$ cat src/hdl/bgad_pkg.sv
// Shared types and constants of the gray block-average downscaler.
package bgad_pkg;

  localparam int CFG_W    = 11;  // width of every configuration register
  localparam int PIX_W    = 8;
  localparam int SUM_W    = 28;  // column sum
  localparam int BS_W     = 21;  // block size in pixels
  localparam int NUM_W    = SUM_W + 1;  // sum plus half a block
  localparam int QUO_W    = PIX_W + 1;  // quotient bits, top bit flags saturation
  localparam int DIV_STEPS = QUO_W;
  localparam int STEP_W   = 4;
  localparam int APB_AW   = 4;
  localparam int APB_DW   = 32;

  localparam int MAX_SRC_WIDTH  = 1024;
  localparam int MAX_SRC_HEIGHT = 1024;

  localparam logic [CFG_W-1:0] RST_SRC_WIDTH  = 11'd640;
  localparam logic [CFG_W-1:0] RST_SRC_HEIGHT = 11'd480;
  localparam logic [CFG_W-1:0] RST_DST_WIDTH  = 11'd64;
  localparam logic [CFG_W-1:0] RST_DST_HEIGHT = 11'd48;

  typedef enum logic [1:0] {
    REG_SRC_WIDTH  = 2'd0,
    REG_SRC_HEIGHT = 2'd1,
    REG_DST_WIDTH  = 2'd2,
    REG_DST_HEIGHT = 2'd3
  } reg_idx_t;

  // Derived geometry handed from the configuration unit to the datapath.
  typedef struct packed {
    logic             busy;
    logic             ok;
    logic [CFG_W-1:0] src_width;
    logic [CFG_W-1:0] src_height;
    logic [CFG_W-1:0] bx;
    logic [CFG_W-1:0] by;
    logic [BS_W-1:0]  bsize;
  } cfg_stat_t;

  // Commands from the controller to the datapath.
  typedef struct packed {
    logic accept;
    logic acc;
    logic div;
    logic load;
  } dp_cmd_t;

  // Status from the datapath to the controller.
  typedef struct packed {
    logic emit;
  } dp_stat_t;

endpackage

$ cat src/hdl/bgad_cfg.sv
// Configuration registers and the iterative unit that derives block geometry.
module bgad_cfg #(
  parameter int MAX_DST_WIDTH = 1024
) (
  input  logic                           clk,
  input  logic                           rst_n,
  input  logic                           psel,
  input  logic                           penable,
  input  logic                           pwrite,
  input  logic [bgad_pkg::APB_AW-1:0]    paddr,
  input  logic [bgad_pkg::APB_DW-1:0]    pwdata,
  output logic [bgad_pkg::APB_DW-1:0]    prdata,
  output bgad_pkg::cfg_stat_t            stat
);
  import bgad_pkg::*;

  typedef enum logic [2:0] {C_LOAD, C_DIV_W, C_DIV_H, C_MUL, C_DONE} cstate_t;

  localparam logic [12:0] MAX_SW = 13'(MAX_SRC_WIDTH);
  localparam logic [12:0] MAX_SH = 13'(MAX_SRC_HEIGHT);
  localparam logic [12:0] MAX_DW = 13'(MAX_DST_WIDTH);

  cstate_t          state_r;
  logic             busy_r, ok_r, rw_zero_r, rh_zero_r;
  logic [CFG_W-1:0] sw_r, sh_r, dw_r, dh_r;
  logic [CFG_W-1:0] rem_r, quo_r, bx_r, by_r;
  logic [STEP_W-1:0] step_r;
  logic [BS_W-1:0]  bsize_r;

  logic             wr;
  reg_idx_t         idx;
  logic [CFG_W-1:0] divisor;
  logic [CFG_W:0]   trial;
  logic             ge;
  logic [CFG_W-1:0] rem_nxt, quo_nxt;
  logic             last_step;
  logic             ok_nxt;
  logic [2*CFG_W-1:0] prod;

  assign wr  = psel && penable && pwrite;
  assign idx = reg_idx_t'(paddr[3:2]);

  // One restoring-division step: shift in a dividend bit, subtract if it fits.
  assign divisor   = (state_r == C_DIV_H) ? dh_r : dw_r;
  assign trial     = {rem_r, quo_r[CFG_W-1]};
  assign ge        = trial >= {1'b0, divisor};
  assign rem_nxt   = ge ? CFG_W'(trial - {1'b0, divisor}) : trial[CFG_W-1:0];
  assign quo_nxt   = {quo_r[CFG_W-2:0], ge};
  assign last_step = step_r == STEP_W'(CFG_W - 1);
  assign prod      = bx_r * by_r;

  assign ok_nxt = (sw_r != '0) && ({2'b0, sw_r} <= MAX_SW) &&
                  (sh_r != '0) && ({2'b0, sh_r} <= MAX_SH) &&
                  (dw_r != '0) && ({2'b0, dw_r} <= MAX_DW) &&
                  (dh_r != '0) && rw_zero_r && rh_zero_r;

  always_ff @(posedge clk) begin
    if (!rst_n) begin
      state_r <= C_LOAD;
      busy_r  <= 1'b1;
      ok_r    <= 1'b0;
      sw_r    <= RST_SRC_WIDTH;
      sh_r    <= RST_SRC_HEIGHT;
      dw_r    <= RST_DST_WIDTH;
      dh_r    <= RST_DST_HEIGHT;
    end else if (wr) begin
      unique case (idx)
        REG_SRC_WIDTH:  sw_r <= pwdata[CFG_W-1:0];
        REG_SRC_HEIGHT: sh_r <= pwdata[CFG_W-1:0];
        REG_DST_WIDTH:  dw_r <= pwdata[CFG_W-1:0];
        REG_DST_HEIGHT: dh_r <= pwdata[CFG_W-1:0];
      endcase
      state_r <= C_LOAD;
      busy_r  <= 1'b1;
    end else begin
      unique case (state_r)
        C_LOAD: begin
          rem_r   <= '0;
          quo_r   <= sw_r;
          step_r  <= '0;
          state_r <= C_DIV_W;
        end
        C_DIV_W: begin
          if (last_step) begin
            bx_r      <= quo_nxt;
            rw_zero_r <= rem_nxt == '0;
            rem_r     <= '0;
            quo_r     <= sh_r;
            step_r    <= '0;
            state_r   <= C_DIV_H;
          end else begin
            step_r <= step_r + 1'b1;
            rem_r  <= rem_nxt;
            quo_r  <= quo_nxt;
          end
        end
        C_DIV_H: begin
          if (last_step) begin
            by_r      <= quo_nxt;
            rh_zero_r <= rem_nxt == '0;
            state_r   <= C_MUL;
          end else begin
            step_r <= step_r + 1'b1;
            rem_r  <= rem_nxt;
            quo_r  <= quo_nxt;
          end
        end
        C_MUL: begin
          bsize_r <= prod[BS_W-1:0];
          ok_r    <= ok_nxt;
          busy_r  <= 1'b0;
          state_r <= C_DONE;
        end
        C_DONE: state_r <= C_DONE;
        default: state_r <= C_LOAD;
      endcase
    end
  end

  always_comb begin
    prdata = '0;
    unique case (idx)
      REG_SRC_WIDTH:  prdata[CFG_W-1:0] = sw_r;
      REG_SRC_HEIGHT: prdata[CFG_W-1:0] = sh_r;
      REG_DST_WIDTH:  prdata[CFG_W-1:0] = dw_r;
      REG_DST_HEIGHT: prdata[CFG_W-1:0] = dh_r;
    endcase
  end

  assign stat.busy       = busy_r;
  assign stat.ok         = ok_r;
  assign stat.src_width  = sw_r;
  assign stat.src_height = sh_r;
  assign stat.bx         = bx_r;
  assign stat.by         = by_r;
  assign stat.bsize      = bsize_r;

endmodule

$ cat config.mk
export PLATFORM = sky130hd
export DESIGN_NAME = bgad_cfg
export DESIGN_NICKNAME = d
export VERILOG_FILES = /design/src/hdl/bgad_pkg.sv /design/src/hdl/bgad_cfg.sv
export SDC_FILE = /design/constraint.sdc
export NUM_CORES = 1
export LEC_CHECK = 0
export ABC_AREA = 0
export BUFFER_PORTS_ARGS = -buffer_cell sky130_fd_sc_hd__clkbuf_2
export CAP_MARGIN = 40
export CELL_PAD_IN_SITES_DETAIL_PLACEMENT = 1
export CELL_PAD_IN_SITES_GLOBAL_PLACEMENT = 1
export CORE_MARGIN = 10
export CORE_UTILIZATION = 46
export CTS_CLUSTER_DIAMETER = 60
export DETAILED_ROUTE_END_ITERATION = 6
export PLACE_DENSITY = 0.86
export SETUP_SLACK_MARGIN = 0.3
export SYNTH_ARGS = -nofsm -noshare
export SYNTH_HDL_FRONTEND = slang
export SYNTH_SLANG_ARGS = --single-unit
$ cat constraint.sdc
create_clock -name clk -period 5.9 [get_ports clk]
set_input_delay 0.885 -clock clk [delete_from_list [all_inputs] [get_ports clk]]
set_output_delay 0.885 -clock clk [all_outputs]
set_load 0.02 [all_outputs]
==> impl_results.md <==
* Status: finished clean
* Root buf cell: clkbuf_16
* Startpoint Class: flop
* Final hold vios at 0
* Synth area leader: edfxtp_1
* Worst-case vdd ir drop at 0.210 mV
* DR WL/cell at 25.4 µm
* Die Y at 166 µm
* Peak Freq at 0.180 GHz
* Count leader, synth: nand2_1
* Post-synth EDFFs at 71
* Vias in the first global route at 8595
* RSZ-0062 raised after global routing: no
* Clock-pin slew on the worst setup and hold paths at 0.07 ns
* Crit path kind: reg -> reg
* WP data arrival at 5.82 ns
* Fillers at 2375
* Average size of a mapped cell at 9.96 µm²
* CTS tree: built
* First-pass GRT wire length at 48.5 mm
* Worst stage delay on the critical path at 0.62 ns
* Overflow after GRT at 0
* WL final at 35.1 mm
* Sw Share at 0.308
* Max clock buf depth at 2
* Detail Route Antenna Nets at 0
* H-tree depth at 4
* Final slew viol count at 0
* Clk pwr share at 0.432
* Number of synthesized register bits at 120
* Placed Area at 10400 µm²
* Fin util at 0.538
* Share of layout cells above drive strength 1 at 0.182
* Max-cap viol count at 0
* Hold_sp: busy_r
* TritonCTS Buffers at 17
* Reg-to-Reg End: bsize_r[18]
* LEAKAGE at 5.01 nW
* Relative slew slack at 0.349
* Initial core utilization at 0.466
* P_int at 1.66 mW
* Worst min path class: reg -> reg
* Worst Setup EP: bsize_r[18]
* Site Rows at 53
* CP cell instances: nand2_1 > fa_1 > fa_1 > inv_1 > fa_1 > fa_1 > inv_1 > fa_1 > inv_1 > ha_1 > a2111o_1 > a211o_1 > nand4b_1 > nand2_1 > o311ai_2
* Register area at 3110 µm²
* CP Launch Point: by_r[3]
* Minimum clock period at 5.55 ns
* CP Capture Type: flop
* Worst Reg-to-Reg Cells at 15
* Clock Sinks at 120
* DR iter-0 viols at 750
* Post-synth top area share at 0.218
* DP HPWL at 22.6 mm
* Final instance area at 11300 µm²
* CTS Hold Buffers Added at 0
* Number of synthesis warnings at 0
* Synth cell count leaders: nand2_1, inv_1, fa_1
* Setup violators final at 0
* Max Clock Skew at 0.0144 ns
* # port buffers at 95
* Detailed-route DRC error count at 0
* Worst slew pin tran at 0.975 ns
* Via-to-Cell Ratio at 5.95
* Mapped Area at 9770 µm²
* Worst R2R Start: by_r[3]
* Drt first pass iters at 6
* CP max-delay cell: fa_1
* GR Util All Layers at 0.219
* Prevailing post-synth register cell: edfxtp_1
* I/O Pins at 140
* Footprint of the multi-input gates at 5970 µm²
* Main area contributors after synthesis: edfxtp_1, fa_1, dfxtp_1
* Critical Path Most Common Cell: fa_1
* Skew-Pair Late Insertion Delay at 0.45 ns
* Hold slack at 0.470 ns
* Via count at 8221
* Die W at 166 µm
* Syn-to-layout area delta at 15.3%
* Placeable Area at 21000 µm²
* CP required at 6.17 ns
* Synth Instances at 981
* Seq/Total Area, Yosys at 0.319
* Critical path fanouts, max at 6
* # nets final at 1285
* Logic pwr share at 0.170
* RD Place Congestion at 0.880
* Antenna violations before repair at 0
* Ant. Diodes at 0
* Power per cell area at 213 nW/µm²
* Library cells used by synthesis at 66
* Flop pwr share at 0.398
* Final period util at 0.941
* Sw Pwr at 0.741 mW
* Die area at 27500 µm²
* Setup slack, reg-to-reg at 0.35 ns
* Asr flop ratio synth at 0
* Setup_tns at 0 ns
* Pin count of the biggest net entering global routing at 49
[power by group through the flow]
stage / clock [mW] / sequential [mW] / combinational (mW)
2_1_floorplan: 0 / 0.964 / 0.305
3_3_place_gp: 0 / 0.969 / 0.370
3_5_place_dp: 0 / 0.972 / 0.388
4_1_cts: 1.02 / 0.955 / 0.395
5_1_grt: 1.07 / 0.959 / 0.450
6_report: 1.04 / 0.956 / 0.409
[worst min path at each step]
stage              to  cells past startpoint  slack, ns
3_3_place_gp   busy_r                      1       0.45
4_1_cts        busy_r                      1       0.47
3_5_place_dp   busy_r                      1       0.46
2_1_floorplan  busy_r                      1       0.43
6_report       busy_r                      1       0.47
5_1_grt        busy_r                      1       0.50
[worst max-delay path, delay by kind of cell (launching register included)]
kind	cells	cell delay, ns
fa+ha+maj	6	3.06
buf+inv	3	0.22
simple gates	3	0.51
compound gates	3	1.06
flops	1	0.52
[cell families after synthesis]
group,after synthesis,share of synthesized area
flip-flops,120,0.319
XOR/XNOR,26,0.0233
buffers and inverters,182,0.0805
AO/OA/AOI/OAI,124,0.0942
adder cells (fa/ha/maj),150,0.253
AND/OR/NAND/NOR,340,0.176
multiplexers,38,0.0534
other,1,0.000384
[area by class of cell]
type | count | area share
clock buffer | 18 | 0.0381
clock inverter | 14 | 0.0108
inverter | 111 | 0.0370
multi-input combinational | 699 | 0.530
sequential | 120 | 0.276
tap | 275 | 0.0305
timing repair buffer | 145 | 0.0775
[state kept, by name, summed over array words and instances, names as in the netlist]
name,cells
bsize_r,21
busy_r,1
bx_r,11
by_r,11
dh_r,11
dw_r,11
ok_r,1
quo_r,11
rem_r,11
rh_zero_r,1
rw_zero_r,1
sh_r,11
state_r,3
step_r,4
sw_r,11
[metal layers]
metal | wire [µm] | GRT usage
met5 | 0 | 0
met4 | 2090 | 0.106
met3 | 2410 | 0.0499
met2 | 18000 | 0.385
met1 | 12600 | 0.246
[layout by cell type (no fill, tap or decap), types with 21 or more instances in the layout]
master / n
clkbuf_2: 95
ha_1: 70
fa_1: 80
a21oi_1: 21
nand2_1: 124
conb_1: 21
nand3_1: 21
and2_1: 79
mux2i_1: 24
a21boi_0: 27
nor2_1: 32
inv_1: 110
buf_4: 47
edfxtp_1: 71
dfxtp_1: 49
[metrics by stage]
stage	cells	total power [mW]	setup slack, ns
finish	1382	2.40	0.351
global route	1382	2.48	0.176
CTS	1351	2.37	0.301
detailed placement	1313	1.36	0.367
global placement	1311	1.34	0.556
floorplan	1001	1.27	0.630
[repair_timing]
action	4_1_cts	5_1_grt
setup endpoints to repair	2	5
pin swaps	0	1
cloned	0	0
resized for setup	0	1
setup buffers	6	30
Note: power is estimated with default switching activity, not from simulation.
