[src/hdl/bgad_pkg.sv]
// Shared types and constants of the gray block-average downscaler.
package bgad_pkg;

  localparam int CFG_W    = 11;  // width of every configuration register
  localparam int PIX_W    = 8;
  localparam int SUM_W    = 28;  // column sum
  localparam int BS_W     = 21;  // block size in pixels
  localparam int NUM_W    = SUM_W + 1;  // sum plus half a block
  localparam int QUO_W    = PIX_W + 1;  // quotient bits, top bit flags saturation
  localparam int DIV_STEPS = QUO_W;
  localparam int STEP_W   = 4;
  localparam int APB_AW   = 4;
  localparam int APB_DW   = 32;

  localparam int MAX_SRC_WIDTH  = 1024;
  localparam int MAX_SRC_HEIGHT = 1024;

  localparam logic [CFG_W-1:0] RST_SRC_WIDTH  = 11'd640;
  localparam logic [CFG_W-1:0] RST_SRC_HEIGHT = 11'd480;
  localparam logic [CFG_W-1:0] RST_DST_WIDTH  = 11'd64;
  localparam logic [CFG_W-1:0] RST_DST_HEIGHT = 11'd48;

  typedef enum logic [1:0] {
    REG_SRC_WIDTH  = 2'd0,
    REG_SRC_HEIGHT = 2'd1,
    REG_DST_WIDTH  = 2'd2,
    REG_DST_HEIGHT = 2'd3
  } reg_idx_t;

  // Derived geometry handed from the configuration unit to the datapath.
  typedef struct packed {
    logic             busy;
    logic             ok;
    logic [CFG_W-1:0] src_width;
    logic [CFG_W-1:0] src_height;
    logic [CFG_W-1:0] bx;
    logic [CFG_W-1:0] by;
    logic [BS_W-1:0]  bsize;
  } cfg_stat_t;

  // Commands from the controller to the datapath.
  typedef struct packed {
    logic accept;
    logic acc;
    logic div;
    logic load;
  } dp_cmd_t;

  // Status from the datapath to the controller.
  typedef struct packed {
    logic emit;
  } dp_stat_t;

endpackage

[src/hdl/bgad_ctrl.sv]
// Controller that sequences acceptance, accumulation, division and output.
module bgad_ctrl (
  input  logic                clk,
  input  logic                rst_n,
  input  logic                cfg_busy,
  input  logic                in_valid,
  output logic                in_ready,
  output logic                out_valid,
  input  logic                out_ready,
  input  bgad_pkg::dp_stat_t  st,
  output bgad_pkg::dp_cmd_t   cmd
);
  import bgad_pkg::*;

  typedef enum logic [1:0] {S_IDLE, S_ACC, S_DIV, S_OUT} state_t;

  state_t            state_r;
  logic [STEP_W-1:0] cnt_r;
  logic              out_vld_r;
  logic              obuf_free;

  // The output register can take a new average when it is empty or being read.
  assign obuf_free  = !out_vld_r || out_ready;
  assign in_ready   = (state_r == S_IDLE) && !cfg_busy;
  assign out_valid  = out_vld_r;
  assign cmd.accept = in_ready && in_valid;
  assign cmd.acc    = state_r == S_ACC;
  assign cmd.div    = state_r == S_DIV;
  assign cmd.load   = (state_r == S_OUT) && obuf_free;

  always_ff @(posedge clk) begin
    if (!rst_n) begin
      state_r   <= S_IDLE;
      cnt_r     <= '0;
      out_vld_r <= 1'b0;
    end else begin
      if (cmd.load) begin
        out_vld_r <= 1'b1;
      end else if (out_ready) begin
        out_vld_r <= 1'b0;
      end
      unique case (state_r)
        S_IDLE: begin
          if (cmd.accept) begin
            state_r <= S_ACC;
          end
        end
        S_ACC: begin
          cnt_r   <= '0;
          state_r <= st.emit ? S_DIV : S_IDLE;
        end
        S_DIV: begin
          cnt_r <= cnt_r + 1'b1;
          if (cnt_r == STEP_W'(DIV_STEPS - 1)) begin
            state_r <= S_OUT;
          end
        end
        S_OUT: begin
          if (obuf_free) begin
            state_r <= S_IDLE;
          end
        end
        default: state_r <= S_IDLE;
      endcase
    end
  end

endmodule

[config.mk]
export PLATFORM = sky130hd
export DESIGN_NAME = bgad_ctrl
export DESIGN_NICKNAME = d
export VERILOG_FILES = /design/src/hdl/bgad_pkg.sv /design/src/hdl/bgad_ctrl.sv
export SDC_FILE = /design/constraint.sdc
export NUM_CORES = 1
export LEC_CHECK = 0
export BUFFER_PORTS_ARGS = -buffer_cell sky130_fd_sc_hd__buf_4
export CAP_MARGIN = 10
export CORE_AREA = 10 10 47 49
export CTS_CLUSTER_SIZE = 20
export DETAILED_ROUTE_END_ITERATION = 8
export DIE_AREA = 0 0 57 59
export PLACE_DENSITY = 0.66
export SYNTH_ARGS = -nofsm -noshare
export SYNTH_HDL_FRONTEND = slang
export SYNTH_SLANG_ARGS = --single-unit
[constraint.sdc]
create_clock -name clk -period 2.5 [get_ports clk]
set_clock_uncertainty 0.05 [all_clocks]
set_input_delay 0.25 -clock clk [delete_from_list [all_inputs] [get_ports clk]]
set_output_delay 0.25 -clock clk [all_outputs]
set_load 0.05 [all_outputs]
==> results of run 1 <==
## layer usage
metal | GRT usage | up-vias | wire, um
met5 | 0 | - | 0
met4 | 0.0302 | 0 | 0
met3 | 0.0279 | 0 | 42
met2 | 0.0868 | 10 | 457
met1 | 0.0667 | 174 | 422
li1 | - | 198 | -
## how the worst max path moves through the flow
stage / depth (start not counted) / end / from / slack, ps
detailed placement: 5 / register / state_r[0] / 1010
global placement: 5 / register / state_r[0] / 1040
global route: 5 / cmd[3] / state_r[0] / 640
CTS: 5 / cmd[3] / state_r[0] / 750
finish: 5 / cmd[3] / state_r[0] / 760
floorplan: 4 / cmd[3] / state_r[0] / 320
## cell type report
| type | count | area [sq um] |
|---|---|---|
| fill | 147 | 827 |
| tap | 16 | 20.0 |
| sequential | 7 | 140 |
| multi-input combinational | 38 | 287 |
| timing repair buffer | 11 | 82.6 |
| clock buffer | 4 | 26.3 |
| inverter | 5 | 18.8 |
## cell families after synthesis
family | after synthesis | share of synthesized area
and+or+nand+nor | 20 | 0.258
AOI/OAI and AO/OA | 9 | 0.143
adders and majority gates | 7 | 0.197
DFF | 7 | 0.315
buffers and inverters | 5 | 0.0421
muxes | 2 | 0.0449
## stage by stage
stage | utilization | instances | hold slack, ps
after floorplan | - | 50 | 318
after global placement | 0.391 | 77 | 444
after detailed placement | 0.391 | 77 | 454
after CTS | 0.410 | 81 | 212
after global routing | 0.410 | 81 | 221
final | 0.410 | 81 | 216
## power breakdown
part / switching (mW) / internal, mW
registers: 0.00364 / 0.115
clock network: 0.0429 / 0.0610
logic: 0.0503 / 0.0308
## cell usage after synthesis
| cell | count |
|---|---|
| nand2_1 | 4 |
| mux2i_1 | 2 |
| and2_1 | 3 |
| o31ai_1 | 1 |
| nand2b_1 | 1 |
| nand3_1 | 3 |
| nor3_1 | 1 |
| o21a_1 | 2 |
| dfxtp_1 | 7 |
| nor2b_4 | 1 |
| a21oi_1 | 1 |
| a222oi_1 | 1 |
| ha_1 | 7 |
| inv_1 | 5 |
| nor3b_1 | 1 |
| a22o_1 | 1 |
| nand3b_1 | 1 |
| nor2b_1 | 3 |
| nor2_1 | 2 |
| a21boi_0 | 1 |
| o21ai_0 | 2 |
## critical path: cells and delay by family, from the launching register on
kind / cells / cell delay [ps]
and+or+nand+nor: 2 / 290
buffers and inverters: 2 / 280
DFF: 1 / 380
adders and majority gates: 1 / 230
==> run_results.csv, run 1 <==
group,metric,value,unit
place,place.gp.congestion,0.844,
timing,timing.fmax,576,MHz
drt,antenna_left,0,
clocking,insertion_delay,250,ps
setup_path,ff2ff_setup_slack,1000,ps
synthesis,synth_area_leaders,"dfxtp_1 31%, ha_1 20%, mux2i_1 4.5%, and2_1 4.2%, inv_1 4.2%",
setup_path,worstPathMaxFanout,5,
power,power.density,528,nW/um^2
synthesis,yosys.area.top_type,"dfxtp_1",
clocking,cts_num_sinks,7,
clocking,cts_tree,"done",
layout,drive_above_1_share,0.231,
setup_path,crit_required,2200,ps
timing,report.final.slew_viol_count,0,
layout,areaGrowthSynthToFinish,28.9,%
floorplan,die-area,3360,sq um
synthesis,seq_area_frac_synth,0.315,
grt,grt_pass1_vias,376,
drt,drtPass1Iterations,4,
floorplan,dieWidth,57,um
synthesis,netlist_instances,50,
floorplan,start_util,0.318,
setup_path,r2r_cells,5,
layout,layout_common_cells,"11 x buf_4, 7 x ha_1, 7 x dfxtp_1, 5 x inv_1, 4 x nand2_1",
synthesis,yosysWarnings,0,
timing,rsz0062_at_grt,"no",
timing,setup_slack,763,ps
synthesis,syn-cell-area,445,sq um
setup_path,crit_chain,"inv_1 -> ha_1 -> nor2b_1 -> and2_1 -> buf_4",
setup_path,crit_type,"reg -> out",
synthesis,avgSynthCellArea,8.91,sq um
grt,antenna_found_initial,0,
grt,grt_max_degree,9,
grt,grt_pass1_wl,1540,um
timing,timing.slew.headroom,0.763,
drt,num_vias,382,
drt,drtIter0Drc,7,
drt,drc_errors,0,
setup_path,worstSetupStartpointType,"register",
floorplan,die_h,59,um
floorplan,io-pin-count,12,
clocking,clock_tree.root_cell,"clkbuf_4",
place,placed_cell_area,548,sq um
floorplan,core,1400,sq um
synthesis,postSynthNetCount,63,
setup_path,regToRegStartpoint,"state_r[0]",
power,vdd_drop_max,0.000287,V
setup_path,cpPeakStageDelay,380,ps
power,static-leakage-power,0.256,nW
layout,design_area,574,sq um
floorplan,rows,14,
drt,avgRoutedWirePerCell,11.4,um
min_path,hold_depth,2,
layout,final_common_cell,"buf_4",
synthesis,synth_cell_type_count,21,
clocking,numCtsBuffers,3,
layout,nets,79,
grt,overflow,0,
timing,min_period_over_period,0.695,
drt,routed_via_density,4.72,
layout,n_antenna_cell,0,
timing,worstMarginPinSlew,356,ps
clocking,clock_path_buffers,2,
outcome,status,"finished clean",
setup_path,crit_arrival,1440,ps
clocking,cts_setup_buffers,0,
timing,setup_violations,0,
synthesis,synth_top_area_frac,0.315,
place,place_hpwl,762,um
min_path,min_path_type,"in -> reg",
place,port_buffers,11,
timing,fin_setup_tns,0,ps
min_path,min_to,"out_valid",
place,pre_cts_slack,1010,ps
power,finalPower,0.304,mW
clocking,cts_resized,0,
clocking,cts.clk_slew.worst_paths,50,ps
synthesis,ys_ff_latch,7,
timing,fin_crit,1740,ps
clocking,hold_buffers,0,
drt,routed_wl,922,um
clocking,htree_levels,1,
timing,final_hold_viol_count,0,
grt,grt_usage,0.0580,
flow_run,drv_cap,0,
setup_path,cp_slowest_cell,"dfxtp_1",
min_path,worstHoldStart,"rst_n",
setup_path,end_kind,"primary output",
(Power assumes the default switching activity.)
==> inputs of run 2 (changes only) <==
==> constraint.sdc (replaced) <==
create_clock -name clk -period 1.8 [get_ports clk]
set_clock_uncertainty 0.05 [all_clocks]
set_input_delay 0.18 -clock clk [delete_from_list [all_inputs] [get_ports clk]]
set_output_delay 0.18 -clock clk [all_outputs]
set_load 0.05 [all_outputs]
==> run 2 against run 1 <==
Effect of this change:
- power grew 38%
- sequential power grew 39%
- setup slack lost 680 ps
- non-clock buffer count is the same
- design area grew 0.65%
- routed wire length shrank 0.98%
- flip-flop and latch count is the same
- via count grew 1.0%
- core utilization grew 0.27 points
- combinational power grew 40%
- register-to-register slack lost 720 ps
- critical endpoint unchanged
==> run_results.csv, run 2 (synthesis results as in run 1) <==
group,metric,value,unit
outcome,status,"finished clean",
clocking,cts_resized,0,
floorplan,rows,14,
drt,avgRoutedWirePerCell,11.3,um
setup_path,r2r_cells,5,
drt,num_vias,386,
place,place_inst,77,
place,pre_cts_slack,289,ps
timing,min_period_over_period,0.954,
min_path,worstHoldStart,"rst_n",
clocking,cts.clk_slew.worst_paths,50,ps
drt,routed_wl,913,um
layout,areaGrowthSynthToFinish,29.8,%
floorplan,die-area,3360,sq um
drt,drc_errors,0,
floorplan,die_h,59,um
power,vdd_drop_max,0.000540,V
min_path,min_path_type,"in -> reg",
drt,drtIter0Drc,7,
timing,fin_crit,1720,ps
clocking,insertion_delay,250,ps
layout,drive_above_1_share,0.262,
power,finalPower,0.420,mW
place,place.gp.congestion,0.767,
layout,design_area,578,sq um
timing,timing.slew.headroom,0.741,
setup_path,worstSetupStartpointType,"register",
floorplan,io-pin-count,12,
flow_run,drv_cap,0,
power,power.density,727,nW/um^2
grt,antenna_found_initial,0,
grt,grt_max_degree,9,
drt,drtPass1Iterations,4,
clocking,htree_levels,1,
clocking,cts_tree,"done",
layout,n_antenna_cell,0,
clocking,clock_tree.root_cell,"clkbuf_4",
timing,setup_violations,0,
timing,final_hold_viol_count,0,
setup_path,end_kind,"primary output",
place,placed_cell_area,552,sq um
setup_path,cp-startpoint,"state_r[0]",
setup_path,crit_type,"reg -> out",
layout,layout_common_cells,"11 x buf_4, 7 x ha_1, 7 x dfxtp_1, 5 x inv_1, 4 x nand2_1",
grt,grt_pass1_wl,1520,um
timing,fin_setup_tns,0,ps
clocking,cts_setup_buffers,0,
clocking,clock_path_buffers,2,
setup_path,crit_arrival,1490,ps
setup_path,worstPathMaxFanout,5,
setup_path,crit_required,1570,ps
grt,grt_pass1_vias,401,
grt,grt_usage,0.0570,
timing,worst_hold_slack,155,ps
clocking,hold_buffers,0,
min_path,min_to,"cnt_r[0]",
min_path,hold_depth,2,
floorplan,core,1400,sq um
layout,fin_cells,81,
timing,report.final.slew_viol_count,0,
setup_path,regToRegStartpoint,"state_r[0]",
place,place_hpwl,766,um
timing,setup_slack,83.0,ps
floorplan,start_util,0.318,
timing,timing.fmax,582,MHz
layout,final_common_cell,"buf_4",
place,port_buffers,11,
timing,worstMarginPinSlew,388,ps
floorplan,dieWidth,57,um
power,static-leakage-power,0.259,nW
drt,antenna_left,0,
layout,postLayoutCoreUtil,0.413,
drt,routed_via_density,4.77,
layout,nets,79,
timing,rsz0062_at_grt,"no",
clocking,numCtsBuffers,3,
grt,overflow,0,
clocking,cts_num_sinks,7,
setup_path,ff2ff_setup_slack,280,ps
[run 2: report_power, final]
group          switching, mW  internal [mW]  total, mW
clock                 0.0579         0.0846      0.142
sequential           0.00523          0.160      0.165
combinational         0.0693         0.0434      0.113
total                  0.132          0.288      0.420
[run 2: critical path, cell delays in order (launching register included)]
cell	delay, ps
dfxtp_1	390
inv_1	100
ha_1	220
nor2b_2	160
and2_2	180
buf_4	180
[run 2: worst max path at each step]
stage | endpoint | depth (start not counted)
final | cmd[3] | 5
after detailed placement | register | 5
after global placement | register | 5
after CTS | cmd[3] | 5
after global routing | cmd[3] | 5
after floorplan | cmd[3] | 4
[run 2: layer usage]
layer | track usage | wire length (um) | share of wire
met1 | 0.0558 | 436 | 0.48
met2 | 0.0930 | 435 | 0.48
met3 | 0.0322 | 29 | 0.032
met4 | 0.0336 | 12 | 0.013
met5 | 0 | 0 | 0
[run 2: layout make-up]
| type | instances | area [sq um] |
|---|---|---|
| flip-flops and latches | 7 | 140 |
| well taps | 16 | 20.0 |
| fillers | 156 | 823 |
| multi-input cells | 38 | 290 |
| clock buffers | 4 | 26.3 |
| repair buffers | 11 | 82.6 |
| inverters | 5 | 18.8 |
